**src/design/npk_pkg.sv**
```systemverilog
`timescale 1ns / 1ps
// ----------------------------------------------------------------------------
// Nucleotide packer package
// Shared sizes, payload and command types, and the base coding helpers used
// by the front end, the command queue and the output sequencer.
// ----------------------------------------------------------------------------
package npk_pkg;

   // Sequence storage and word geometry.
   localparam int MAX_BASES      = 1024;
   localparam int BASES_PER_WORD = 32;
   localparam int CODE_W         = 2;
   localparam int CHAR_W         = 8;
   localparam int WORD_W         = BASES_PER_WORD * CODE_W;
   localparam int SLOT_W         = $clog2(BASES_PER_WORD);
   localparam int CNT_W          = $clog2(MAX_BASES + 1);
   localparam int ROWS           = (MAX_BASES + BASES_PER_WORD - 1) / BASES_PER_WORD;
   localparam int ROW_AW         = (ROWS > 1) ? $clog2(ROWS) : 1;
   localparam int SHIFT_W        = $clog2(WORD_W + 1);

   // Command queue between the front end and the output sequencer.
   localparam int QUEUE_DEPTH = 2;
   localparam int QPTR_W      = (QUEUE_DEPTH > 1) ? $clog2(QUEUE_DEPTH) : 1;
   localparam int QCNT_W      = $clog2(QUEUE_DEPTH + 1);

   // Character codes that carry a meaning.
   localparam logic [CHAR_W-1:0] CH_0  = 8'h30;
   localparam logic [CHAR_W-1:0] CH_1  = 8'h31;
   localparam logic [CHAR_W-1:0] CH_2  = 8'h32;
   localparam logic [CHAR_W-1:0] CH_3  = 8'h33;
   localparam logic [CHAR_W-1:0] CH_UA = 8'h41;
   localparam logic [CHAR_W-1:0] CH_UC = 8'h43;
   localparam logic [CHAR_W-1:0] CH_UG = 8'h47;
   localparam logic [CHAR_W-1:0] CH_UT = 8'h54;
   localparam logic [CHAR_W-1:0] CH_LA = 8'h61;
   localparam logic [CHAR_W-1:0] CH_LC = 8'h63;
   localparam logic [CHAR_W-1:0] CH_LG = 8'h67;
   localparam logic [CHAR_W-1:0] CH_LT = 8'h74;

   typedef struct packed {
      logic [CHAR_W-1:0] base_char;
      logic              last_base;
   } req_payload_type;

   typedef struct packed {
      logic [WORD_W-1:0] packed_word;
      logic              word_last;
      logic              overflow;
   } rsp_payload_type;

   typedef enum logic {
      CMD_WORD = 1'b0,
      CMD_DUMP = 1'b1
   } cmd_kind_type;

   // A word command is sent as is; a dump command replays the stored
   // sequence backwards, total_m1 being the index of its last base.
   typedef struct packed {
      cmd_kind_type      kind;
      logic [WORD_W-1:0] word;
      logic              last;
      logic              ovf;
      logic [CNT_W-1:0]  total_m1;
   } cmd_type;

   // Two-bit code of one character in forward or reverse complement mode.
   function automatic logic [CODE_W-1:0] base_code(input logic [CHAR_W-1:0] ch,
                                                   input logic rev);
      logic [CODE_W-1:0] code;
      code = '0;
      case (ch)
         CH_0:         code = 2'd0;
         CH_1:         code = 2'd1;
         CH_2:         code = 2'd2;
         CH_3:         code = 2'd3;
         CH_UA, CH_LA: code = rev ? 2'd2 : 2'd0;
         CH_UC, CH_LC: code = rev ? 2'd3 : 2'd1;
         CH_UT, CH_LT: code = rev ? 2'd0 : 2'd2;
         CH_UG, CH_LG: code = rev ? 2'd1 : 2'd3;
         default:      code = 2'd0;
      endcase
      return code;
   endfunction

   // Reverse the order of the two-bit codes in a word.
   function automatic logic [WORD_W-1:0] reverse_codes(input logic [WORD_W-1:0] w);
      logic [WORD_W-1:0] r;
      r = '0;
      for (int k = 0; k < BASES_PER_WORD; k++) begin
         r[CODE_W*k +: CODE_W] = w[CODE_W*(BASES_PER_WORD-1-k) +: CODE_W];
      end
      return r;
   endfunction

endpackage

```
**src/design/npk_ram.sv**
```systemverilog
`timescale 1ns / 1ps
// ----------------------------------------------------------------------------
// Generic simple dual-port RAM
// One write port and one read port with registered read data.
// ----------------------------------------------------------------------------
module npk_ram #(
   parameter int WIDTH = 64,
   parameter int DEPTH = 32,
   localparam int AW = (DEPTH > 1) ? $clog2(DEPTH) : 1
) (
   input  logic             clock,
   input  logic             wr_en,
   input  logic [AW-1:0]    wr_addr,
   input  logic [WIDTH-1:0] wr_data,
   input  logic [AW-1:0]    rd_addr,
   output logic [WIDTH-1:0] rd_data
);

   logic [WIDTH-1:0] mem_ff [DEPTH];
   logic [WIDTH-1:0] rd_data_ff;

   // Write port and registered read port.
   always_ff @(posedge clock) begin
      if (wr_en) begin
         mem_ff[wr_addr] <= wr_data;
      end
      rd_data_ff <= mem_ff[rd_addr];
   end

   assign rd_data = rd_data_ff;

endmodule

```
**src/design/npk_front.sv**
```systemverilog
`timescale 1ns / 1ps
// ----------------------------------------------------------------------------
// Nucleotide packer front end
// Codes each accepted base, builds the current word, writes it as a row of
// the sequence store and queues word or dump commands for the back end.
// ----------------------------------------------------------------------------
module npk_front (
   input  logic                           clock,
   input  logic                           reset,
   input  logic                           start,
   output logic                           busy,
   input  npk_pkg::req_payload_type       req_payload,
   input  logic                           csr_we,
   input  logic                           csr_wdata,
   output logic                           push,
   output npk_pkg::cmd_type               push_cmd,
   input  logic                           q_full,
   input  logic                           dump_done,
   output logic                           ram_wr_en,
   output logic [npk_pkg::ROW_AW-1:0]     ram_wr_addr,
   output logic [npk_pkg::WORD_W-1:0]     ram_wr_data
);

   logic                           mode_ff, mode_in;
   logic [npk_pkg::WORD_W-1:0]     acc_ff, acc_in;
   logic [npk_pkg::CNT_W-1:0]      count_ff, count_in;
   logic                           ovf_ff, ovf_in;
   logic                           pend_ff, pend_in;

   logic                           accept;
   logic                           last;
   logic [npk_pkg::CODE_W-1:0]     code;
   logic [npk_pkg::SLOT_W-1:0]     slot;
   logic                           at_cap;
   logic                           store;
   logic                           ovf_now;
   logic                           word_full;
   logic [npk_pkg::WORD_W-1:0]     acc_new;

   // A dump in flight or a full queue holds off new beats.
   assign busy   = q_full | pend_ff;
   assign accept = start & ~busy;
   assign last   = req_payload.last_base;

   // Classify the beat: code, slot in the word, capacity check.
   assign code      = npk_pkg::base_code(req_payload.base_char, mode_ff);
   assign slot      = count_ff[npk_pkg::SLOT_W-1:0];
   assign at_cap    = (count_ff == npk_pkg::CNT_W'(npk_pkg::MAX_BASES));
   assign store     = ~ovf_ff & ~at_cap;
   assign ovf_now   = ovf_ff | at_cap;
   assign word_full = (slot == npk_pkg::SLOT_W'(npk_pkg::BASES_PER_WORD - 1));
   assign acc_new   = acc_ff | (npk_pkg::WORD_W'(code) << {slot, 1'b0});

   // The whole current word is written as the row that holds this base.
   assign ram_wr_en   = accept & store;
   assign ram_wr_addr = npk_pkg::ROW_AW'(count_ff >> npk_pkg::SLOT_W);
   assign ram_wr_data = acc_new;

   // Next sequence state and the command to queue.
   always_comb begin
      mode_in  = mode_ff;
      acc_in   = acc_ff;
      count_in = count_ff;
      ovf_in   = ovf_ff;
      pend_in  = pend_ff;
      push     = 1'b0;
      push_cmd = '{kind: npk_pkg::CMD_WORD, word: '0, last: 1'b0, ovf: 1'b0,
                   total_m1: '0};

      if (csr_we) begin
         mode_in = csr_wdata;
      end
      if (dump_done) begin
         pend_in = 1'b0;
      end

      if (accept) begin
         ovf_in = ovf_now;
         if (store) begin
            acc_in   = acc_new;
            count_in = count_ff + npk_pkg::CNT_W'(1);
            if (word_full && !last) begin
               acc_in = '0;
               if (!mode_ff) begin
                  push          = 1'b1;
                  push_cmd.word = acc_new;
               end
            end
         end

         if (last) begin
            push = 1'b1;
            if (ovf_now) begin
               push_cmd.last = 1'b1;
               push_cmd.ovf  = 1'b1;
            end else if (!mode_ff) begin
               push_cmd.word = acc_new;
               push_cmd.last = 1'b1;
            end else begin
               push_cmd.kind     = npk_pkg::CMD_DUMP;
               push_cmd.total_m1 = count_ff;
               pend_in           = 1'b1;
            end
            acc_in   = '0;
            count_in = '0;
            ovf_in   = 1'b0;
         end
      end
   end

   // Control and accumulator registers.
   always_ff @(posedge clock) begin
      if (reset) begin
         mode_ff  <= 1'b0;
         acc_ff   <= '0;
         count_ff <= '0;
         ovf_ff   <= 1'b0;
         pend_ff  <= 1'b0;
      end else begin
         mode_ff  <= mode_in;
         acc_ff   <= acc_in;
         count_ff <= count_in;
         ovf_ff   <= ovf_in;
         pend_ff  <= pend_in;
      end
   end

endmodule

```
**src/design/npk_queue.sv**
```systemverilog
`timescale 1ns / 1ps
// ----------------------------------------------------------------------------
// Nucleotide packer command queue
// Short FIFO of commands between the front end and the back end.
// ----------------------------------------------------------------------------
module npk_queue (
   input  logic             clock,
   input  logic             reset,
   input  logic             push,
   input  npk_pkg::cmd_type push_cmd,
   input  logic             pop,
   output npk_pkg::cmd_type head,
   output logic             empty,
   output logic             full
);

   npk_pkg::cmd_type                mem_ff [npk_pkg::QUEUE_DEPTH];
   logic [npk_pkg::QPTR_W-1:0]      wr_ptr_ff, wr_ptr_in;
   logic [npk_pkg::QPTR_W-1:0]      rd_ptr_ff, rd_ptr_in;
   logic [npk_pkg::QCNT_W-1:0]      cnt_ff, cnt_in;
   logic                            do_push;
   logic                            do_pop;

   assign empty   = (cnt_ff == '0);
   assign full    = (cnt_ff == npk_pkg::QCNT_W'(npk_pkg::QUEUE_DEPTH));
   assign do_push = push & ~full;
   assign do_pop  = pop & ~empty;
   assign head    = mem_ff[rd_ptr_ff];

   // Pointer and fill count update with wrap at the queue depth.
   always_comb begin
      wr_ptr_in = wr_ptr_ff;
      rd_ptr_in = rd_ptr_ff;
      cnt_in    = cnt_ff;
      if (do_push) begin
         wr_ptr_in = (wr_ptr_ff == npk_pkg::QPTR_W'(npk_pkg::QUEUE_DEPTH - 1)) ?
                     '0 : wr_ptr_ff + npk_pkg::QPTR_W'(1);
      end
      if (do_pop) begin
         rd_ptr_in = (rd_ptr_ff == npk_pkg::QPTR_W'(npk_pkg::QUEUE_DEPTH - 1)) ?
                     '0 : rd_ptr_ff + npk_pkg::QPTR_W'(1);
      end
      case ({do_push, do_pop})
         2'b10:   cnt_in = cnt_ff + npk_pkg::QCNT_W'(1);
         2'b01:   cnt_in = cnt_ff - npk_pkg::QCNT_W'(1);
         default: cnt_in = cnt_ff;
      endcase
   end

   // Queue storage.
   always_ff @(posedge clock) begin
      if (do_push) begin
         mem_ff[wr_ptr_ff] <= push_cmd;
      end
   end

   // Queue control.
   always_ff @(posedge clock) begin
      if (reset) begin
         wr_ptr_ff <= '0;
         rd_ptr_ff <= '0;
         cnt_ff    <= '0;
      end else begin
         wr_ptr_ff <= wr_ptr_in;
         rd_ptr_ff <= rd_ptr_in;
         cnt_ff    <= cnt_in;
      end
   end

endmodule

```
**src/design/npk_back.sv**
```systemverilog
`timescale 1ns / 1ps
// ----------------------------------------------------------------------------
// Nucleotide packer back end
// Sends queued words and replays a stored sequence in reverse base order,
// one output word per cycle from a row read and the row before it.
// ----------------------------------------------------------------------------
module npk_back (
   input  logic                         clock,
   input  logic                         reset,
   input  logic                         q_empty,
   input  npk_pkg::cmd_type             q_head,
   output logic                         q_pop,
   output logic [npk_pkg::ROW_AW-1:0]   ram_rd_addr,
   input  logic [npk_pkg::WORD_W-1:0]   ram_rd_data,
   output logic                         dump_done,
   output logic                         rsp_valid,
   output npk_pkg::rsp_payload_type     rsp_payload
);

   typedef enum logic [2:0] {
      BK_IDLE   = 3'b001,
      BK_FIRST  = 3'b010,
      BK_STREAM = 3'b100
   } back_state_type;

   back_state_type                    state_ff, state_in;
   logic [npk_pkg::ROW_AW-1:0]        cur_ff, cur_in;
   logic [npk_pkg::SLOT_W-1:0]        offset_ff, offset_in;
   logic [npk_pkg::WORD_W-1:0]        hi_ff, hi_in;
   logic                              rsp_valid_ff, rsp_valid_in;
   npk_pkg::rsp_payload_type          rsp_payload_ff, rsp_payload_in;

   logic [npk_pkg::ROW_AW-1:0]        head_row;
   logic [npk_pkg::WORD_W-1:0]        lo;
   logic [npk_pkg::SHIFT_W-1:0]       shamt;
   logic [npk_pkg::WORD_W-1:0]        window;
   logic                              cur_zero;

   assign q_pop    = (state_ff == BK_IDLE) & ~q_empty;
   assign head_row = npk_pkg::ROW_AW'(q_head.total_m1 >> npk_pkg::SLOT_W);
   assign cur_zero = (cur_ff == '0);

   // Row below the upper one; below row zero the sequence holds nothing.
   assign lo = cur_zero ? '0 : ram_rd_data;

   // Align the 32 bases that end at the current position, then flip them.
   assign shamt  = npk_pkg::SHIFT_W'({offset_ff, 1'b0}) +
                   npk_pkg::SHIFT_W'(npk_pkg::CODE_W);
   assign window = npk_pkg::WORD_W'({hi_ff, lo} >> shamt);

   assign dump_done = (state_ff == BK_STREAM) & cur_zero;

   // Read address: first row on a dump, then one row lower every cycle.
   always_comb begin
      case (state_ff)
         BK_IDLE:   ram_rd_addr = head_row;
         BK_FIRST:  ram_rd_addr = cur_ff - npk_pkg::ROW_AW'(1);
         BK_STREAM: ram_rd_addr = cur_ff - npk_pkg::ROW_AW'(2);
         default:   ram_rd_addr = head_row;
      endcase
   end

   // Sequencer next state and output word.
   always_comb begin
      state_in       = state_ff;
      cur_in         = cur_ff;
      offset_in      = offset_ff;
      hi_in          = hi_ff;
      rsp_valid_in   = 1'b0;
      rsp_payload_in = rsp_payload_ff;

      case (state_ff)
         BK_IDLE: begin
            if (q_pop) begin
               if (q_head.kind == npk_pkg::CMD_WORD) begin
                  rsp_valid_in               = 1'b1;
                  rsp_payload_in.packed_word = q_head.word;
                  rsp_payload_in.word_last   = q_head.last;
                  rsp_payload_in.overflow    = q_head.ovf;
               end else begin
                  cur_in    = head_row;
                  offset_in = q_head.total_m1[npk_pkg::SLOT_W-1:0];
                  state_in  = BK_FIRST;
               end
            end
         end
         BK_FIRST: begin
            hi_in    = ram_rd_data;
            state_in = BK_STREAM;
         end
         BK_STREAM: begin
            rsp_valid_in               = 1'b1;
            rsp_payload_in.packed_word = npk_pkg::reverse_codes(window);
            rsp_payload_in.word_last   = cur_zero;
            rsp_payload_in.overflow    = 1'b0;
            hi_in                      = lo;
            cur_in                     = cur_ff - npk_pkg::ROW_AW'(1);
            if (cur_zero) begin
               state_in = BK_IDLE;
            end
         end
         default: begin
            state_in = BK_IDLE;
         end
      endcase
   end

   // Sequencer control.
   always_ff @(posedge clock) begin
      if (reset) begin
         state_ff     <= BK_IDLE;
         rsp_valid_ff <= 1'b0;
      end else begin
         state_ff     <= state_in;
         rsp_valid_ff <= rsp_valid_in;
      end
   end

   // Row pipeline and output word.
   always_ff @(posedge clock) begin
      cur_ff         <= cur_in;
      offset_ff      <= offset_in;
      hi_ff          <= hi_in;
      rsp_payload_ff <= rsp_payload_in;
   end

   assign rsp_valid   = rsp_valid_ff;
   assign rsp_payload = rsp_payload_ff;

endmodule

```
**src/design/nucleotide_2bit_packer.sv**
```systemverilog
`timescale 1ns / 1ps
// ----------------------------------------------------------------------------
// Nucleotide 2-bit packer
// Packs ASCII bases, one per beat, into 64-bit words of 32 two-bit codes,
// forward or reverse complement.
// ----------------------------------------------------------------------------
// A base is taken at every clock edge where start is high and busy is low, so
// forward mode runs at one base per cycle; the single write port of the row
// store, written with the whole current word on every base, sets that figure.
// Each result shows on rsp_payload for exactly one cycle with rsp_valid high,
// once its command has passed the queue and the output register. The receiver
// has no way to hold results off and must take each word in the cycle it is
// shown. In reverse complement mode the final base starts a replay of
// ceil(N/32) words for N stored bases via the queue, BK_FIRST, BK_STREAM and
// the output register, one word per cycle paced by the one read port of the
// row store; busy stays high until the final word is out. No clearing pass
// follows reset. The user must write the mode register through csr_we and
// csr_wdata only while no beat is in progress; the block does not enforce it.
// ----------------------------------------------------------------------------
module nucleotide_2bit_packer (
   input  logic                     clock,
   input  logic                     reset,
   input  logic                     start,
   output logic                     busy,
   input  npk_pkg::req_payload_type req_payload,
   output logic                     rsp_valid,
   output npk_pkg::rsp_payload_type rsp_payload,
   input  logic                     csr_we,
   input  logic                     csr_wdata
);

   npk_pkg::cmd_type                  push_cmd;
   npk_pkg::cmd_type                  q_head;
   logic                              push;
   logic                              q_pop;
   logic                              q_empty;
   logic                              q_full;
   logic                              dump_done;
   logic                              ram_wr_en;
   logic [npk_pkg::ROW_AW-1:0]        ram_wr_addr;
   logic [npk_pkg::WORD_W-1:0]        ram_wr_data;
   logic [npk_pkg::ROW_AW-1:0]        ram_rd_addr;
   logic [npk_pkg::WORD_W-1:0]        ram_rd_data;

   // Front end: coding, word building and command issue.
   npk_front u_front (
      .clock       (clock),
      .reset       (reset),
      .start       (start),
      .busy        (busy),
      .req_payload (req_payload),
      .csr_we      (csr_we),
      .csr_wdata   (csr_wdata),
      .push        (push),
      .push_cmd    (push_cmd),
      .q_full      (q_full),
      .dump_done   (dump_done),
      .ram_wr_en   (ram_wr_en),
      .ram_wr_addr (ram_wr_addr),
      .ram_wr_data (ram_wr_data)
   );

   // Command queue between the two halves.
   npk_queue u_queue (
      .clock    (clock),
      .reset    (reset),
      .push     (push),
      .push_cmd (push_cmd),
      .pop      (q_pop),
      .head     (q_head),
      .empty    (q_empty),
      .full     (q_full)
   );

   // Sequence store, one row per 32 bases.
   npk_ram #(
      .WIDTH (npk_pkg::WORD_W),
      .DEPTH (npk_pkg::ROWS)
   ) u_store (
      .clock   (clock),
      .wr_en   (ram_wr_en),
      .wr_addr (ram_wr_addr),
      .wr_data (ram_wr_data),
      .rd_addr (ram_rd_addr),
      .rd_data (ram_rd_data)
   );

   // Back end: word output and reverse replay.
   npk_back u_back (
      .clock       (clock),
      .reset       (reset),
      .q_empty     (q_empty),
      .q_head      (q_head),
      .q_pop       (q_pop),
      .ram_rd_addr (ram_rd_addr),
      .ram_rd_data (ram_rd_data),
      .dump_done   (dump_done),
      .rsp_valid   (rsp_valid),
      .rsp_payload (rsp_payload)
   );

endmodule

```
**config.mk**
```make
export PLATFORM = sky130hd
export DESIGN_NAME = nucleotide_2bit_packer
export DESIGN_NICKNAME = d
export VERILOG_FILES = /design/src/design/npk_pkg.sv /design/src/design/npk_ram.sv /design/src/design/npk_front.sv /design/src/design/npk_queue.sv /design/src/design/npk_back.sv /design/src/design/nucleotide_2bit_packer.sv
export SDC_FILE = /design/constraint.sdc
export NUM_CORES = 2
export LEC_CHECK = 0
export ABC_AREA = 1
export BUFFER_PORTS_ARGS = -buffer_cell sky130_fd_sc_hd__buf_4
export CAP_MARGIN = 10
export CORE_ASPECT_RATIO = 1.5
export CORE_MARGIN = 2
export CORE_UTILIZATION = 40
export DETAILED_ROUTE_END_ITERATION = 12
export GPL_ROUTABILITY_DRIVEN = 0
export GPL_TIMING_DRIVEN = 1
export PLACE_DENSITY_LB_ADDON = 0.1
export SYNTH_ARGS = -nofsm -noshare
export SYNTH_HDL_FRONTEND = slang
export SYNTH_SLANG_ARGS = --single-unit
export TNS_END_PERCENT = 50
```
**constraint.sdc**
```tcl
create_clock -name clock -period 12.14 [get_ports clock]
set_input_delay 3.642 -clock clock [delete_from_list [all_inputs] [get_ports clock]]
set_output_delay 3.642 -clock clock [all_outputs]
set_load 0.02 [all_outputs]
```
# Word-level counts from Yosys, hierarchy flattened
# Memories as Yosys holds them, arrays and structs flattened. A register that Yosys moved wholly into a read port is not among the register bits.
# Index checks and enable logic that the tools add are counted.
[totals]
reg_bits = 226
mem_bits_rw = 2204
input_bits = 14
output_inout_bits = 68
word_cells = 141
n_memories = 2
[mem_list]
columns = ["name", "depth", "word_bits", "read_ports", "rd_ports_with_merged_regs", "write_ports", "line_no", "rtl"]
rows = [
  ["u_store.mem_ff", 32, 64, 1, 1, 1, "npk_ram.sv:19", "logic [WIDTH-1:0] mem_ff [DEPTH];"],
  ["u_queue.mem_ff", 2, 78, 1, 1, 1, "npk_queue.sv:17", "npk_pkg::cmd_type mem_ff [npk_pkg::QUEUE_DEPTH];"],
]
[op_classes]
n_addsub = 8
eq_ne = 23
shift = 2
n_mux = 58
bitwise = 15
n_reduce_logical = 17
[op_table]
columns = ["op", "count"]
rows = [
  ["$mux 64", 7],
  ["$mux 78", 2],
  ["$mux 66", 2],
  ["$pmux 66 s2", 1],
  ["$mux 65", 2],
  ["$pmux 64 s2", 1],
  ["$shr 128x7->64", 1],
  ["$eq 8x7->1 const B", 8],
  ["$or 64x64->64", 1],
  ["$shl 2x6->64", 1],
  ["$mux 11", 4],
  ["$eq 8x6->1 const B", 3],
  ["$mux 1", 24],
  ["$pmux 5 s2", 2],
  ["$pmux 2 s7", 1],
  ["$reduce_and 3->1", 4],
  ["$add 11x1->11 const B", 1],
  ["$eq 11x11->1 const B", 1],
  ["$mux 5", 2],
  ["$mux 3", 3],
  ["$pmux 3 s3", 1],
  ["$mux 2", 4],
  ["$reduce_bool 2->1", 4],
  ["$reduce_or 2->1", 4],
  ["other kinds (24)", 39],
]

# Logic depth before layout (Yosys ltp)
[depth]
ltp_word = 12
depth_mapped = 17
depth_no_buf = 15

# Modules after synthesis
# A second synthesis with hierarchy kept.
[hier_totals]
hier_cells = 9689
hier_area_um2 = 105715.1
[modules_own_cells]
columns = ["mod", "n_inst", "cells_per_inst", "area_each_um2", "seq_area_each_um2"]
rows = [
  ["npk_ram", 1, 6768, 82990.8, 62780.2],
  ["npk_back", 1, 1840, 12071.6, 4284.1],
  ["npk_queue", 1, 283, 5953.2, 4784.6],
  ["npk_front", 1, 798, 4699.5, 1561.5],
]

# Worst setup path before layout
# OpenSTA, ideal clock, no wires.
[synth_path]
path_kind = "in2reg"
startpoint = "in start"
endpoint = "mem u_queue.mem_ff[0][0] (netlist name), enable pin"
setup_time_ns = 0.514
arrival_time_ns = 7.430
required_ns = 11.626
path_slack_ns = 4.196
cell_stages = 6
path_cell_list = "nand3_1 > nor2_1 > inv_1 > nand2_1 > inv_1 > nor2_1"
[synth_via]
elab_chain_len = 5
[synth_lines]
columns = ["item", "line_no", "rtl"]
rows = [
  ["from (decl)", "nucleotide_2bit_packer.sv:23", "input logic start,"],
  ["$and 1x1->1", "npk_front.sv:42", "assign accept = start & ~busy;"],
  ["$mux 1", "npk_front.sv:77", "if (accept) begin"],
  ["$and 1x1->1", "npk_queue.sv:26", "assign do_push = push & ~full;"],
  ["$mux 1", "npk_queue.sv:52", "if (do_push) begin"],
  ["$mux 1 (implied by the code)", "npk_queue.sv:53", "mem_ff[wr_ptr_ff] <= push_cmd;"],
  ["to (decl)", "npk_queue.sv:17", ""],
]
# No other way between the ends.

# Final worst setup path
[layout_path]
startpoint = "in start"
endpoint = "mem u_store.mem_ff[28][43] (netlist: u_store.mem_ff[14][43]), enable pin"
[layout_via]
elab_chain_len = 4
[layout_lines]
columns = ["item", "line_no", "rtl"]
rows = [
  ["$and 1x1->1", "npk_front.sv:42", ""],
  ["$and 1x1->1", "npk_front.sv:55", "assign ram_wr_en = accept & store;"],
  ["$mux 1", "npk_ram.sv:24", "if (wr_en) begin"],
  ["$mux 1 (implied by the code)", "npk_ram.sv:25", "mem_ff[wr_addr] <= wr_data;"],
  ["to (decl)", "npk_ram.sv:19", ""],
]
# No other way between the ends.

==> impl_metrics.json <==
{
  "outcome": "finished, final reports clean",
  "totalWireLength_um": 376800,
  "layout_worst_path_cycle_share_pct": 55.66,
  "path_max_fanout": 38,
  "drt-pass1-iter-count": 6,
  "tns_ns": 0,
  "portBuffers": 81,
  "route.detailed.vias_per_inst": 5.739,
  "synth_edf_count": 2342,
  "layout.cells.most_common": "sky130_fd_sc_hd__nand3_1",
  "ys_warn_count": 0,
  "gr-usage-all-layers_pct": 26.79,
  "nets": 9987,
  "report.final.setup_viol": 0,
  "cts_setup_buffers": 0,
  "postSynthRegisterBits": 2493,
  "worstMarginPinSlew_ns": 1.255,
  "h-tree-depth": 4,
  "cts.hold.buffers_added": 0,
  "timing.critical_path.to_type": "register",
  "worstHoldPathType": "reg -> reg",
  "reg_to_reg_start": "u_back.state_ff[1]$_SDFFE_PP0P_",
  "finalWorstPathRequiredPeriod_ns": 6.757,
  "max_capacitance_violation_total": 0,
  "finalPower_mw": 25.27,
  "fin_worst_skew_ns": 0.05788,
  "antenna_found_initial": 18,
  "dominant_combinational_cell_family_by_area_after_synthesis": "simple AND/OR/NAND/NOR gates",
  "ff2ff_path_depth": 14,
  "syn_avg_cell_area_sq_um": 10.59,
  "count_of_vias_placed_by_the_detailed_router": 78680,
  "cts.sinks": 2493,
  "worst-setup-path-type": "in -> reg",
  "post_synth_inst_count": 10210,
  "finalMaxSlewViolations": 0,
  "drtIter0Drc": 7959,
  "start_util_pct": 40.25,
  "parity_gate_share_of_the_synthesized_area_counting_xor_and_xnor_cells_pct": 0.04858,
  "pin_count_of_the_biggest_net_entering_global_routing": 188,
  "cts.clk_slew.worst_paths_ns": 0.06,
  "rr_endpoint": "u_store.rd_data[26]$_DFF_P_",
  "power_per_cell_area_mw_per_mm2": 211.5,
  "timing.critical_path.required_ns": 12.63,
  "wire_per_inst_um": 27.49,
  "yosysUniqueCellTypes": 39,
  "floorplan.die.height_um": 640.9,
  "worst_ep_arrival_time_ns": 7.25,
  "first_global_vias": 75430,
  "synth_compound_gate_area_share_pct": 1.379,
  "timing.fmax_mhz": 148.0,
  "grt_pass1_wl_um": 541000,
  "mostFrequentLayoutCells": "3333 x sky130_fd_sc_hd__nand3_1, 2376 x sky130_fd_sc_hd__nand2_1, 2342 x sky130_fd_sc_hd__edfxtp_1",
  "post_synth_mux_area_share_pct": 0.06477,
  "row_count": 233,
  "die_area_sq_mm": 0.2747,
  "mappedNetlistNets": 10230,
  "place_hpwl_um": 207200,
  "max_slew_margin_pct": 16.27,
  "yosys.area_share.adder_pct": 0.09253,
  "hold_path_startpoint": "u_queue.rd_ptr_ff$_SDFFE_PP0P_",
  "clkLatencyLatePin_ns": 0.91,
  "clk_root_buffer_cell": "sky130_fd_sc_hd__clkbuf_16",
  "core_sq_mm": 0.2688,
  "hold_viol": 0,
  "rsz_0062_raised_after_global_routing": "false",
  "synth-simple-area-share_pct": 25.67,
  "async_flop_share_pct": 0,
  "io-pin-count": 82,
  "hold_path_depth": 1,
  "drive_gt1_share_pct": 6.989,
  "max-vdd-ir-drop_v": 0.0002646,
  "syn2layout_area_growth_pct": 10.40,
  "route.detailed.drc": 0,
  "ys.flop_type": "sky130_fd_sc_hd__edfxtp_1",
  "postCtsResizedCells": 0,
  "detail-route-antenna-nets": 0,
  "regToRegSetupSlack_ns": 6.17,
  "grt_overflow_total": 0,
  "kind_of_start_point_of_the_critical_path": "input port",
  "power.static_leakage_nw": 44.74,
  "post_synth_instance_area_sq_mm": 0.1082,
  "clk_path_buf_depth": 4,
  "dieWidth_um": 428.6,
  "synth.yosys.seq_area_share_pct": 67.80,
  "cts_buffers": 245,
  "tritoncts": "built"
}
[cell usage after synthesis, types with 6 or more instances]
| cell | count | area share (%) |
|---|---|---|
| sky130_fd_sc_hd__or2_2 | 34 | 0.20 |
| sky130_fd_sc_hd__o211ai_1 | 7 | 0.049 |
| sky130_fd_sc_hd__nand3b_1 | 74 | 0.51 |
| sky130_fd_sc_hd__nor2_1 | 298 | 1.0 |
| sky130_fd_sc_hd__inv_2 | 6 | 0.021 |
| sky130_fd_sc_hd__nor3_1 | 15 | 0.069 |
| sky130_fd_sc_hd__edfxtp_1 | 2342 | 65 |
| sky130_fd_sc_hd__buf_2 | 456 | 2.1 |
| sky130_fd_sc_hd__nand2_1 | 2379 | 8.3 |
| sky130_fd_sc_hd__buf_1 | 78 | 0.27 |
| sky130_fd_sc_hd__clkbuf_1 | 203 | 0.70 |
| sky130_fd_sc_hd__a31oi_1 | 21 | 0.12 |
| sky130_fd_sc_hd__dfxtp_1 | 151 | 2.8 |
| sky130_fd_sc_hd__xor2_1 | 6 | 0.049 |
| sky130_fd_sc_hd__inv_1 | 483 | 1.7 |
| sky130_fd_sc_hd__nand4_1 | 9 | 0.052 |
| sky130_fd_sc_hd__nand3_1 | 3335 | 15 |
| sky130_fd_sc_hd__o21ai_0 | 157 | 0.73 |
| sky130_fd_sc_hd__ha_1 | 8 | 0.093 |
| sky130_fd_sc_hd__buf_4 | 19 | 0.13 |
| sky130_fd_sc_hd__mux2i_1 | 7 | 0.065 |
| sky130_fd_sc_hd__a21oi_1 | 87 | 0.40 |
[registers in the layout (all words and copies together), names as in the netlist, 3 cells and up, named ones only]
name / flops
u_store.rd_data: 64
u_store.mem_ff: 2048
u_front.count_ff: 11
u_front.acc_ff: 64
u_back.offset_ff: 5
u_back.hi_ff: 64
u_queue.mem_ff: 154
u_back.state_ff: 3
u_back.rsp_payload: 66
u_back.cur_ff: 5
[worst max path at each step]
stage | startpoint | endpoint | slack [ns] | depth (start not counted)
after global placement | start | u_store.mem_ff[14][33]$_DFFE_PP_ | 4.62 | 6
final | start | u_store.mem_ff[14][43]$_DFFE_PP_ | 5.38 | 6
after detailed placement | start | u_store.mem_ff[14][33]$_DFFE_PP_ | 4.53 | 6
after floorplan | start | u_queue.mem_ff[0][0]$_DFFE_PP_ | 4.20 | 6
after global routing | start | u_store.mem_ff[14][43]$_DFFE_PP_ | 5.31 | 6
after CTS | start | u_store.mem_ff[14][43]$_DFFE_PP_ | 5.48 | 6
[kinds of logic after synthesis]
| group | count (synthesis) |
|---|---|
| multiplexers | 7 |
| buffers and inverters | 1250 |
| XOR/XNOR | 6 |
| adder cells (fa/ha/maj) | 8 |
| AND/OR/NAND/NOR | 6164 |
| flip-flops | 2493 |
| AO/OA/AOI/OAI | 284 |
[metrics by stage]
step                std cells  setup WS [ns]  area, sq um  hold slack (ns)  utilization [%]
global route            13700          5.311       119400           0.4737            44.43
CTS                     13680          5.479       119300           0.4431            44.40
detailed placement      13240          4.532       111800           0.4367            41.60
floorplan               10210          4.196       108200           0.4258                -
global placement        13240          4.619       111800           0.4318            41.59
finish                  13710          5.383       119400           0.4380            44.43
[per-layer routing]
metal  GRT usage (%)  vias to the layer above  wire [um]
li1                -                    35420          -
met1           33.82                    39480     149000
met2           45.66                     3078     185800
met3           3.208                      689      22710
met4           13.07                        8      19250
met5               0                        -         65
[report_power, final]
part / internal, mW / switching [mW] / leakage (nW)
combinational: 2.01 / 5.82 / 17.8
clock: 4.06 / 3.33 / 3.70
sequential: 9.72 / 0.332 / 23.2
[final cells by class]
type | instances | area, sq um
diodes | 24 | 60.06
fillers | 25290 | 149400
clock inverters | 117 | 883.3
inverters | 493 | 1881
clock buffers | 324 | 6630
repair buffers | 263 | 2297
well taps | 3525 | 4410
flip-flops and latches | 2493 | 73350
multi-input cells | 6469 | 29920
[worst max-delay path, cell delays in order]
cell and delay, ns:
sky130_fd_sc_hd__buf_4 0.08, sky130_fd_sc_hd__nand3_1 0.21, sky130_fd_sc_hd__nor2_2 0.48, sky130_fd_sc_hd__nand3_1 0.77, sky130_fd_sc_hd__nor2_4 1.07, sky130_fd_sc_hd__buf_4 0.86
Power figures use the tool's default switching activity.
